<file path="src/hw/rtl/vss_pkg.sv">
// Shared types, constants and the digit font of the voltmeter display scanner.
`timescale 1ns / 1ps

package vss_pkg;

    localparam int READING_W = 34;
    localparam int GAIN_W    = 20;
    localparam int OFFSET_W  = 32;
    localparam int CFG_IDX_W = 2;
    localparam int SEG_W     = 8;
    localparam int DIG_N     = 4;
    localparam int IDX_W     = 2;
    localparam int HUND_W    = 14;

    localparam logic [CFG_IDX_W-1:0] CFG_GAIN   = 2'd0;
    localparam logic [CFG_IDX_W-1:0] CFG_OFFSET = 2'd1;

    localparam logic [GAIN_W-1:0]          GAIN_RESET   = 20'd329560;
    localparam logic signed [OFFSET_W-1:0] OFFSET_RESET = -32'sd166039716;

    localparam logic [READING_W-1:0] OVER_Q16 = 34'd655360000;

    localparam logic [IDX_W-1:0] DIG_HUNDREDTHS = 2'd0;
    localparam logic [IDX_W-1:0] DIG_TENTHS     = 2'd1;
    localparam logic [IDX_W-1:0] DIG_ONES       = 2'd2;
    localparam logic [IDX_W-1:0] DIG_TENS       = 2'd3;

    localparam logic [SEG_W-1:0] SEG_DP = 8'h80;

    typedef struct packed {
        logic [SEG_W-1:0] segments;
        logic [DIG_N-1:0] digit_enable;
        logic             overrange;
    } t_tick_res;

    function automatic logic [SEG_W-1:0] seg_font(input logic [3:0] digit);
        logic [SEG_W-1:0] code;
        case (digit)
            4'd0: code = 8'h3F;
            4'd1: code = 8'h06;
            4'd2: code = 8'h5B;
            4'd3: code = 8'h4F;
            4'd4: code = 8'h66;
            4'd5: code = 8'h6D;
            4'd6: code = 8'h7D;
            4'd7: code = 8'h07;
            4'd8: code = 8'h7F;
            4'd9: code = 8'h6F;
            default: code = 8'h00;
        endcase
        return code;
    endfunction

endpackage

</file>
<file path="src/hw/rtl/vss_scale.sv">
// Affine scaling of an ADC code to a saturated Q16 reading.
`timescale 1ns / 1ps

module vss_scale #(
    parameter int ADC_BITS = 10
) (
    input  logic [ADC_BITS-1:0]                 i_adc_code,
    input  logic [vss_pkg::GAIN_W-1:0]          i_gain,
    input  logic signed [vss_pkg::OFFSET_W-1:0] i_offset,
    output logic signed [vss_pkg::READING_W-1:0] o_reading
);
    import vss_pkg::*;

    localparam int PROD_W = ADC_BITS + GAIN_W;
    localparam int BASE_W = (PROD_W + 1 > OFFSET_W) ? PROD_W + 1 : OFFSET_W;
    localparam int SUM_W  = ((BASE_W > READING_W) ? BASE_W : READING_W) + 1;

    logic [PROD_W-1:0]       prod;
    logic signed [SUM_W-1:0] sum;
    logic [SUM_W-READING_W:0] top_bits;

    assign prod     = PROD_W'(i_adc_code) * PROD_W'(i_gain);
    assign sum      = $signed({{(SUM_W - PROD_W){1'b0}}, prod})
                      + $signed({{(SUM_W - OFFSET_W){i_offset[OFFSET_W-1]}}, i_offset});
    assign top_bits = sum[SUM_W-1:READING_W-1];

    always_comb begin
        if ((top_bits == '0) || (top_bits == '1)) begin
            o_reading = sum[READING_W-1:0];
        end else if (sum[SUM_W-1]) begin
            o_reading = {1'b1, {(READING_W-1){1'b0}}};
        end else begin
            o_reading = {1'b0, {(READING_W-1){1'b1}}};
        end
    end

endmodule

</file>
<file path="src/hw/rtl/vss_digit.sv">
// Magnitude check, BCD split and segment coding of one display digit.
`timescale 1ns / 1ps

module vss_digit (
    input  logic signed [vss_pkg::READING_W-1:0] i_reading,
    input  logic [vss_pkg::IDX_W-1:0]            i_scan_index,
    input  logic [vss_pkg::SEG_W-1:0]            i_segment_latch,
    output vss_pkg::t_tick_res                   o_res
);
    import vss_pkg::*;

    logic                 neg;
    logic [READING_W-1:0] mag;
    logic [HUND_W-1:0]    h;
    logic [26:0]          p1;
    logic [26:0]          p2;
    logic [27:0]          p3;
    logic [HUND_W-1:0]    q1;
    logic [HUND_W-1:0]    q2;
    logic [HUND_W-1:0]    q3;
    logic [HUND_W-1:0]    d0;
    logic [HUND_W-1:0]    d1;
    logic [HUND_W-1:0]    d2;
    logic [3:0]           digit;
    logic [SEG_W-1:0]     seg;

    assign neg = i_reading[READING_W-1];
    assign mag = neg ? (~i_reading + 1'b1) : i_reading;
    assign h   = mag[16 +: HUND_W];

    // Constant reciprocals give exact quotients for every value below 10000.
    assign p1 = 27'(h) * 27'd6554;
    assign p2 = 27'(h) * 27'd5243;
    assign p3 = 28'(h) * 28'd8389;
    assign q1 = HUND_W'(p1 >> 16);
    assign q2 = HUND_W'(p2 >> 19);
    assign q3 = HUND_W'(p3 >> 23);
    assign d0 = h  - HUND_W'(q1 * 4'd10);
    assign d1 = q1 - HUND_W'(q2 * 4'd10);
    assign d2 = q2 - HUND_W'(q3 * 4'd10);

    always_comb begin
        case (i_scan_index)
            DIG_HUNDREDTHS: digit = d0[3:0];
            DIG_TENTHS:     digit = d1[3:0];
            DIG_ONES:       digit = d2[3:0];
            DIG_TENS:       digit = q3[3:0];
            default:        digit = d0[3:0];
        endcase
        seg = seg_font(digit);
        if ((i_scan_index == DIG_ONES) || ((i_scan_index == DIG_HUNDREDTHS) && neg)) begin
            seg = seg | SEG_DP;
        end
        if (mag >= OVER_Q16) begin
            o_res.segments     = i_segment_latch;
            o_res.digit_enable = '1;
            o_res.overrange    = 1'b1;
        end else begin
            o_res.segments     = seg;
            o_res.digit_enable = ~(DIG_N'(1) << i_scan_index);
            o_res.overrange    = 1'b0;
        end
    end

endmodule

</file>
<file path="src/hw/rtl/voltmeter_seven_segment_scan_unit.sv">
// Top level of the voltmeter reading scaler and seven-segment scan driver.
`timescale 1ns / 1ps

// Each item is held in the input register, where a sample item is
// scaled (one multiply, add and saturate) into the reading register and a tick
// item is turned into one digit's segment code that moves to the output
// register. An item can be accepted in every cycle; a sample item never
// stalls in the input register, and a tick item stalls there only while the
// output register is full and not being taken, which also holds off the next
// item. A sample item produces no result, a tick item exactly one.
// Configuration writes take effect at the next clock edge.
module voltmeter_seven_segment_scan_unit #(
    parameter int ADC_BITS = 10
) (
    input  logic                               i_clk,
    input  logic                               i_rst_n,
    input  logic                               i_cfg_we,
    input  logic [vss_pkg::CFG_IDX_W-1:0]      i_cfg_index,
    input  logic [vss_pkg::OFFSET_W-1:0]       i_cfg_data,
    input  logic                               i_in_valid,
    output logic                               o_in_ready,
    input  logic                               i_mode,
    input  logic [ADC_BITS-1:0]                i_adc_code,
    output logic                               o_out_valid,
    input  logic                               i_out_ready,
    output logic [vss_pkg::SEG_W-1:0]          o_segments,
    output logic [vss_pkg::DIG_N-1:0]          o_digit_enable,
    output logic                               o_overrange
);
    import vss_pkg::*;

    logic [GAIN_W-1:0]          r_gain;
    logic signed [OFFSET_W-1:0] r_offset;
    logic                       r_in_valid;
    logic                       r_mode;
    logic [ADC_BITS-1:0]        r_adc_code;
    logic signed [READING_W-1:0] r_reading;
    logic [IDX_W-1:0]           r_scan_index;
    logic [SEG_W-1:0]           r_segment_latch;
    logic                       r_out_valid;
    t_tick_res                  r_out;

    logic signed [READING_W-1:0] n_reading;
    t_tick_res                   n_out;
    logic                        out_free;
    logic                        advance;

    vss_scale #(
        .ADC_BITS (ADC_BITS)
    ) u_scale (
        .i_adc_code (r_adc_code),
        .i_gain     (r_gain),
        .i_offset   (r_offset),
        .o_reading  (n_reading)
    );

    vss_digit u_digit (
        .i_reading       (r_reading),
        .i_scan_index    (r_scan_index),
        .i_segment_latch (r_segment_latch),
        .o_res           (n_out)
    );

    assign out_free   = !r_out_valid || i_out_ready;
    assign advance    = r_in_valid && (!r_mode || out_free);
    assign o_in_ready = !r_in_valid || advance;

    always_ff @(posedge i_clk) begin
        if (!i_rst_n) begin
            r_gain          <= GAIN_RESET;
            r_offset        <= OFFSET_RESET;
            r_in_valid      <= 1'b0;
            r_reading       <= '0;
            r_scan_index    <= '0;
            r_segment_latch <= '0;
            r_out_valid     <= 1'b0;
        end else begin
            if (i_cfg_we) begin
                case (i_cfg_index)
                    CFG_GAIN:   r_gain   <= i_cfg_data[GAIN_W-1:0];
                    CFG_OFFSET: r_offset <= i_cfg_data;
                    default: ;
                endcase
            end
            if (o_in_ready) begin
                r_in_valid <= i_in_valid;
            end
            if (advance && !r_mode) begin
                r_reading <= n_reading;
            end
            if (advance && r_mode && !n_out.overrange) begin
                r_scan_index    <= r_scan_index + 1'b1;
                r_segment_latch <= n_out.segments;
            end
            if (advance && r_mode) begin
                r_out_valid <= 1'b1;
            end else if (i_out_ready) begin
                r_out_valid <= 1'b0;
            end
        end
    end

    always_ff @(posedge i_clk) begin
        if (o_in_ready) begin
            r_mode     <= i_mode;
            r_adc_code <= i_adc_code;
        end
        if (advance && r_mode) begin
            r_out <= n_out;
        end
    end

    assign o_out_valid    = r_out_valid;
    assign o_segments     = r_out.segments;
    assign o_digit_enable = r_out.digit_enable;
    assign o_overrange    = r_out.overrange;

endmodule

</file>
<file path="config.mk">
export PLATFORM = sky130hd
export DESIGN_NAME = voltmeter_seven_segment_scan_unit
export DESIGN_NICKNAME = d
export VERILOG_FILES = /design/src/hw/rtl/vss_pkg.sv /design/src/hw/rtl/vss_scale.sv /design/src/hw/rtl/vss_digit.sv /design/src/hw/rtl/voltmeter_seven_segment_scan_unit.sv
export SDC_FILE = /design/constraint.sdc
export NUM_CORES = 1
export LEC_CHECK = 0
export BUFFER_PORTS_ARGS = -buffer_cell sky130_fd_sc_hd__buf_2
export CORE_MARGIN = 1
export CORE_UTILIZATION = 65
export CTS_CLUSTER_DIAMETER = 200
export DETAILED_ROUTE_END_ITERATION = 10
export PLACE_DENSITY_LB_ADDON = 0.12
export SLEW_MARGIN = 30
export SYNTH_ARGS = -nofsm -noshare
export SYNTH_HDL_FRONTEND = slang
export SYNTH_HIERARCHICAL = 1
export SYNTH_SLANG_ARGS = --single-unit
</file>
<file path="constraint.sdc">
create_clock -name i_clk -period 14.3 [get_ports i_clk]
set_input_delay 3.575 -clock i_clk [delete_from_list [all_inputs] [get_ports i_clk]]
set_output_delay 3.575 -clock i_clk [all_outputs]
set_load 0.005 [all_outputs]
</file>
==> impl_summary.log <==
INFO  metric hold_path_class = reg2reg
INFO  metric crit_path_start_kind = flop
INFO  metric number_of_flops_mapped_to_enable_cells_by_yosys = 24
INFO  metric synth_warnings = 6
INFO  metric grt_setup_unrepaired = no
INFO  metric drt-wirelength-per-cell = 19.0 um
INFO  metric synthesis.nets = 3067
INFO  metric avgViaCountPerCell = 5.83
INFO  metric report.final.hold_viol_count = 0
INFO  metric synth_common_cells = 411 x sky130_fd_sc_hd__inv_1, 387 x sky130_fd_sc_hd__nand2_1, 306 x sky130_fd_sc_hd__ha_1
INFO  metric multi_input_area = 16500 sq um
INFO  metric cp_slowest_cell = sky130_fd_sc_hd__a221oi_1
INFO  metric post_synth_inst_count = 2453
INFO  metric dieHeight = 182 um
INFO  metric drive_above_1_share = 6.88%
INFO  metric worstRegToRegCells = 33
INFO  metric netlist-cell-type-count = 95
INFO  metric floorplan.initialDensity = 66.6%
INFO  metric ys_seq_elements = 122
INFO  metric tritoncts_num_sinks = 122
INFO  metric chipWidth = 182 um
INFO  metric ioPinCount = 65
INFO  metric route.antenna.remaining_nets = 0
INFO  metric antenna_violations_before_repair = 0
INFO  metric dr.pass1.iters = 5
INFO  metric critPathMostFrequentCell = sky130_fd_sc_hd__xnor2_1
INFO  metric fmax = 96.5 MHz
INFO  metric layout_worst_path_cycle_share = 72.4%
INFO  metric clockRootBuffer = sky130_fd_sc_hd__clkbuf_16
INFO  metric postCtsResizedCells = 0
INFO  metric seq_area = 2680 sq um
INFO  metric first_global_vias = 17567
INFO  metric setup-violations-final = 0
INFO  metric netlist_top_cells_area = sky130_fd_sc_hd__fa_1 24%, sky130_fd_sc_hd__ha_1 18%, sky130_fd_sc_hd__dfxtp_1 9.3%
INFO  metric cts_hold_repair.buffers = 0
INFO  metric yosysTopAreaCellShare = 24.4%
INFO  metric dieArea = 33300 sq um
INFO  metric grt_first_pass_wirelength = 89.5 mm
INFO  metric routabilityCongestion = 0.998
INFO  metric cts-buffers-inserted = 17
INFO  metric slew-limit-headroom = 36.3%
INFO  metric num_antenna_cells = 0
INFO  metric setup_tns = 0 ns
INFO  metric post-route-min-period = 10.36 ns
INFO  metric grt_overflow_total = 0
INFO  metric worstHoldPathCells = 2
INFO  metric synthArstFlopShare = 0%
INFO  metric dp.final_hpwl = 44.7 mm
INFO  metric syn-mean-instance-area = 8.63 sq um
INFO  metric cp_data_arrival_time = 10.71 ns
INFO  metric std_cell_rows = 65
INFO  metric end_kind = flop
INFO  metric dominantRegCellSynth = sky130_fd_sc_hd__dfxtp_1
INFO  metric crit_fanout = 11
INFO  metric grt.total_usage = 34.7%
INFO  metric layout_nets = 3073
INFO  metric h-tree-depth = 4
INFO  metric synth_area_leader_cell = sky130_fd_sc_hd__fa_1
INFO  metric worst-setup-path-type = reg2reg
INFO  metric post_synthesis_instance_area = 21200 sq um
INFO  metric post_cts_buffers = 0
INFO  metric final.fill_count = 2614
INFO  metric dominant_cell_by_count_in_the_synthesized_netlist = sky130_fd_sc_hd__inv_1
INFO  metric synthToLayoutAreaGrowth = 5.67%
INFO  metric drtIter0Drc = 961
INFO  metric number_of_drc_violations_after_detailed_routing = 0
INFO  metric timing.max_cap.violations = 0
INFO  metric run_status = completed
INFO  metric slew_of_the_pin_with_the_lowest_slew_margin = 0.948 ns
INFO  metric grt_max_degree = 109
INFO  metric worst_path_largest_cell_delay = 0.79 ns
INFO  metric yosysSeqAreaShare = 12.7%
INFO  metric clock_tree.buffer_depth = 2
INFO  metric clkLatencyLatePin = 0.45 ns
INFO  metric timing.clock.skew = 0.0127 ns
INFO  metric clkSlewWorstSetupHoldPaths = 0.06 ns
INFO  metric cts_tree = built
INFO  metric io_buffers = 64
INFO  metric cp.required = 14.65 ns
INFO  metric final_number_of_max_transition_violations = 0
INFO  metric via_count = 16940
INFO  metric drt_wl_total = 55.2 mm
INFO  metric core_area = 31800 sq um
## critical path: cells and delay by family (launching register included)
family | cells | cell delay [ns]
muxes | 3 | 0.76
and+or+nand+nor | 8 | 2.31
DFF | 1 | 0.47
AOI/OAI and AO/OA | 4 | 1.75
adders and majority gates | 7 | 3.20
xor gates and xnor gates | 6 | 1.09
buffers and inverters | 5 | 0.67
## flip-flops by register name, summed over array words and instances, names as in the netlist
signal / count
o_digit_enable: 4
o_out_valid: 1
o_overrange: 1
o_segments: 8
r_adc_code: 10
r_gain: 20
r_in_valid: 1
r_mode: 1
r_offset: 32
r_reading: 34
r_scan_index: 2
r_segment_latch: 8
## worst paths after layout
kind / startpoint / end / slack, ns
max reg2reg: r_reading[18] / r_segment_latch[3] / 3.94
min reg2reg: r_segment_latch[1] / r_segment_latch[1] / 0.46
max: r_reading[18] / r_segment_latch[3] / 3.94
min: r_segment_latch[1] / r_segment_latch[1] / 0.46
## through the flow
stage	worst slack (ns)	utilization, %	hold WS (ns)	area, sq um	instances
CTS	4.02	70.3	0.462	22400	2906
floorplan	5.23	-	0.434	21200	2453
detailed placement	4.13	68.5	0.451	21800	2875
global placement	4.29	68.3	0.443	21700	2872
finish	3.94	70.4	0.464	22400	2906
global route	3.35	70.4	0.481	22400	2906
## area by class of cell
| class | instances | share of cell area, % |
|---|---|---|
| multi-input combinational | 1821 | 73.9 |
| sequential | 122 | 12.0 |
| inverter | 415 | 6.96 |
| tap | 435 | 2.43 |
| timing repair buffer | 82 | 2.09 |
| clock buffer | 19 | 2.07 |
| clock inverter | 12 | 0.593 |
## per-layer routing
metal | global-route usage (%) | part of all wire (%) | up-vias | wire, um
li1 | - | - | 7963 | -
met1 | 41.3 | 40 | 8262 | 22200
met2 | 60.6 | 49 | 555 | 27300
met3 | 5.97 | 5.2 | 160 | 2880
met4 | 17.1 | 5.0 | 0 | 2770
met5 | 0 | 0 | - | 0
## cells in the final DEF, fill, tap and decap left out, types with 10 or more instances in the layout
cell,Yosys,routed
sky130_fd_sc_hd__nor3_1,20,20
sky130_fd_sc_hd__nand4_1,19,19
sky130_fd_sc_hd__edfxtp_1,24,24
sky130_fd_sc_hd__nand3_1,55,55
sky130_fd_sc_hd__buf_2,15,64
sky130_fd_sc_hd__xnor2_1,95,95
sky130_fd_sc_hd__a21o_1,47,47
sky130_fd_sc_hd__dfxtp_1,98,98
sky130_fd_sc_hd__a21oi_1,96,96
sky130_fd_sc_hd__a211oi_1,14,14
sky130_fd_sc_hd__xor2_1,31,31
sky130_fd_sc_hd__nor2_1,58,57
sky130_fd_sc_hd__o211ai_1,10,10
sky130_fd_sc_hd__a21boi_1,11,11
sky130_fd_sc_hd__mux2i_1,13,13
sky130_fd_sc_hd__buf_4,13,15
sky130_fd_sc_hd__o21ai_1,10,10
sky130_fd_sc_hd__nor2b_1,12,11
sky130_fd_sc_hd__and2_1,108,108
sky130_fd_sc_hd__nand2b_1,11,10
sky130_fd_sc_hd__o21ai_0,40,40
sky130_fd_sc_hd__and3_1,10,10
sky130_fd_sc_hd__nand2_1,387,387
sky130_fd_sc_hd__a31oi_1,16,16
sky130_fd_sc_hd__fa_1,258,258
sky130_fd_sc_hd__inv_1,411,411
sky130_fd_sc_hd__clkbuf_16,0,18
sky130_fd_sc_hd__ha_1,306,306
sky130_fd_sc_hd__a21boi_0,52,52
## logic make-up after synthesis
family | share of synthesized area (%)
compound gates | 12.9
xor+xnor | 5.58
fa+ha+maj | 42.5
buf+inv | 9.40
flops | 12.7
mux | 1.11
simple gates | 15.9
Power is not shown: default switching activity piles up to over one toggle a cycle in this logic, so the estimate is an artifact.
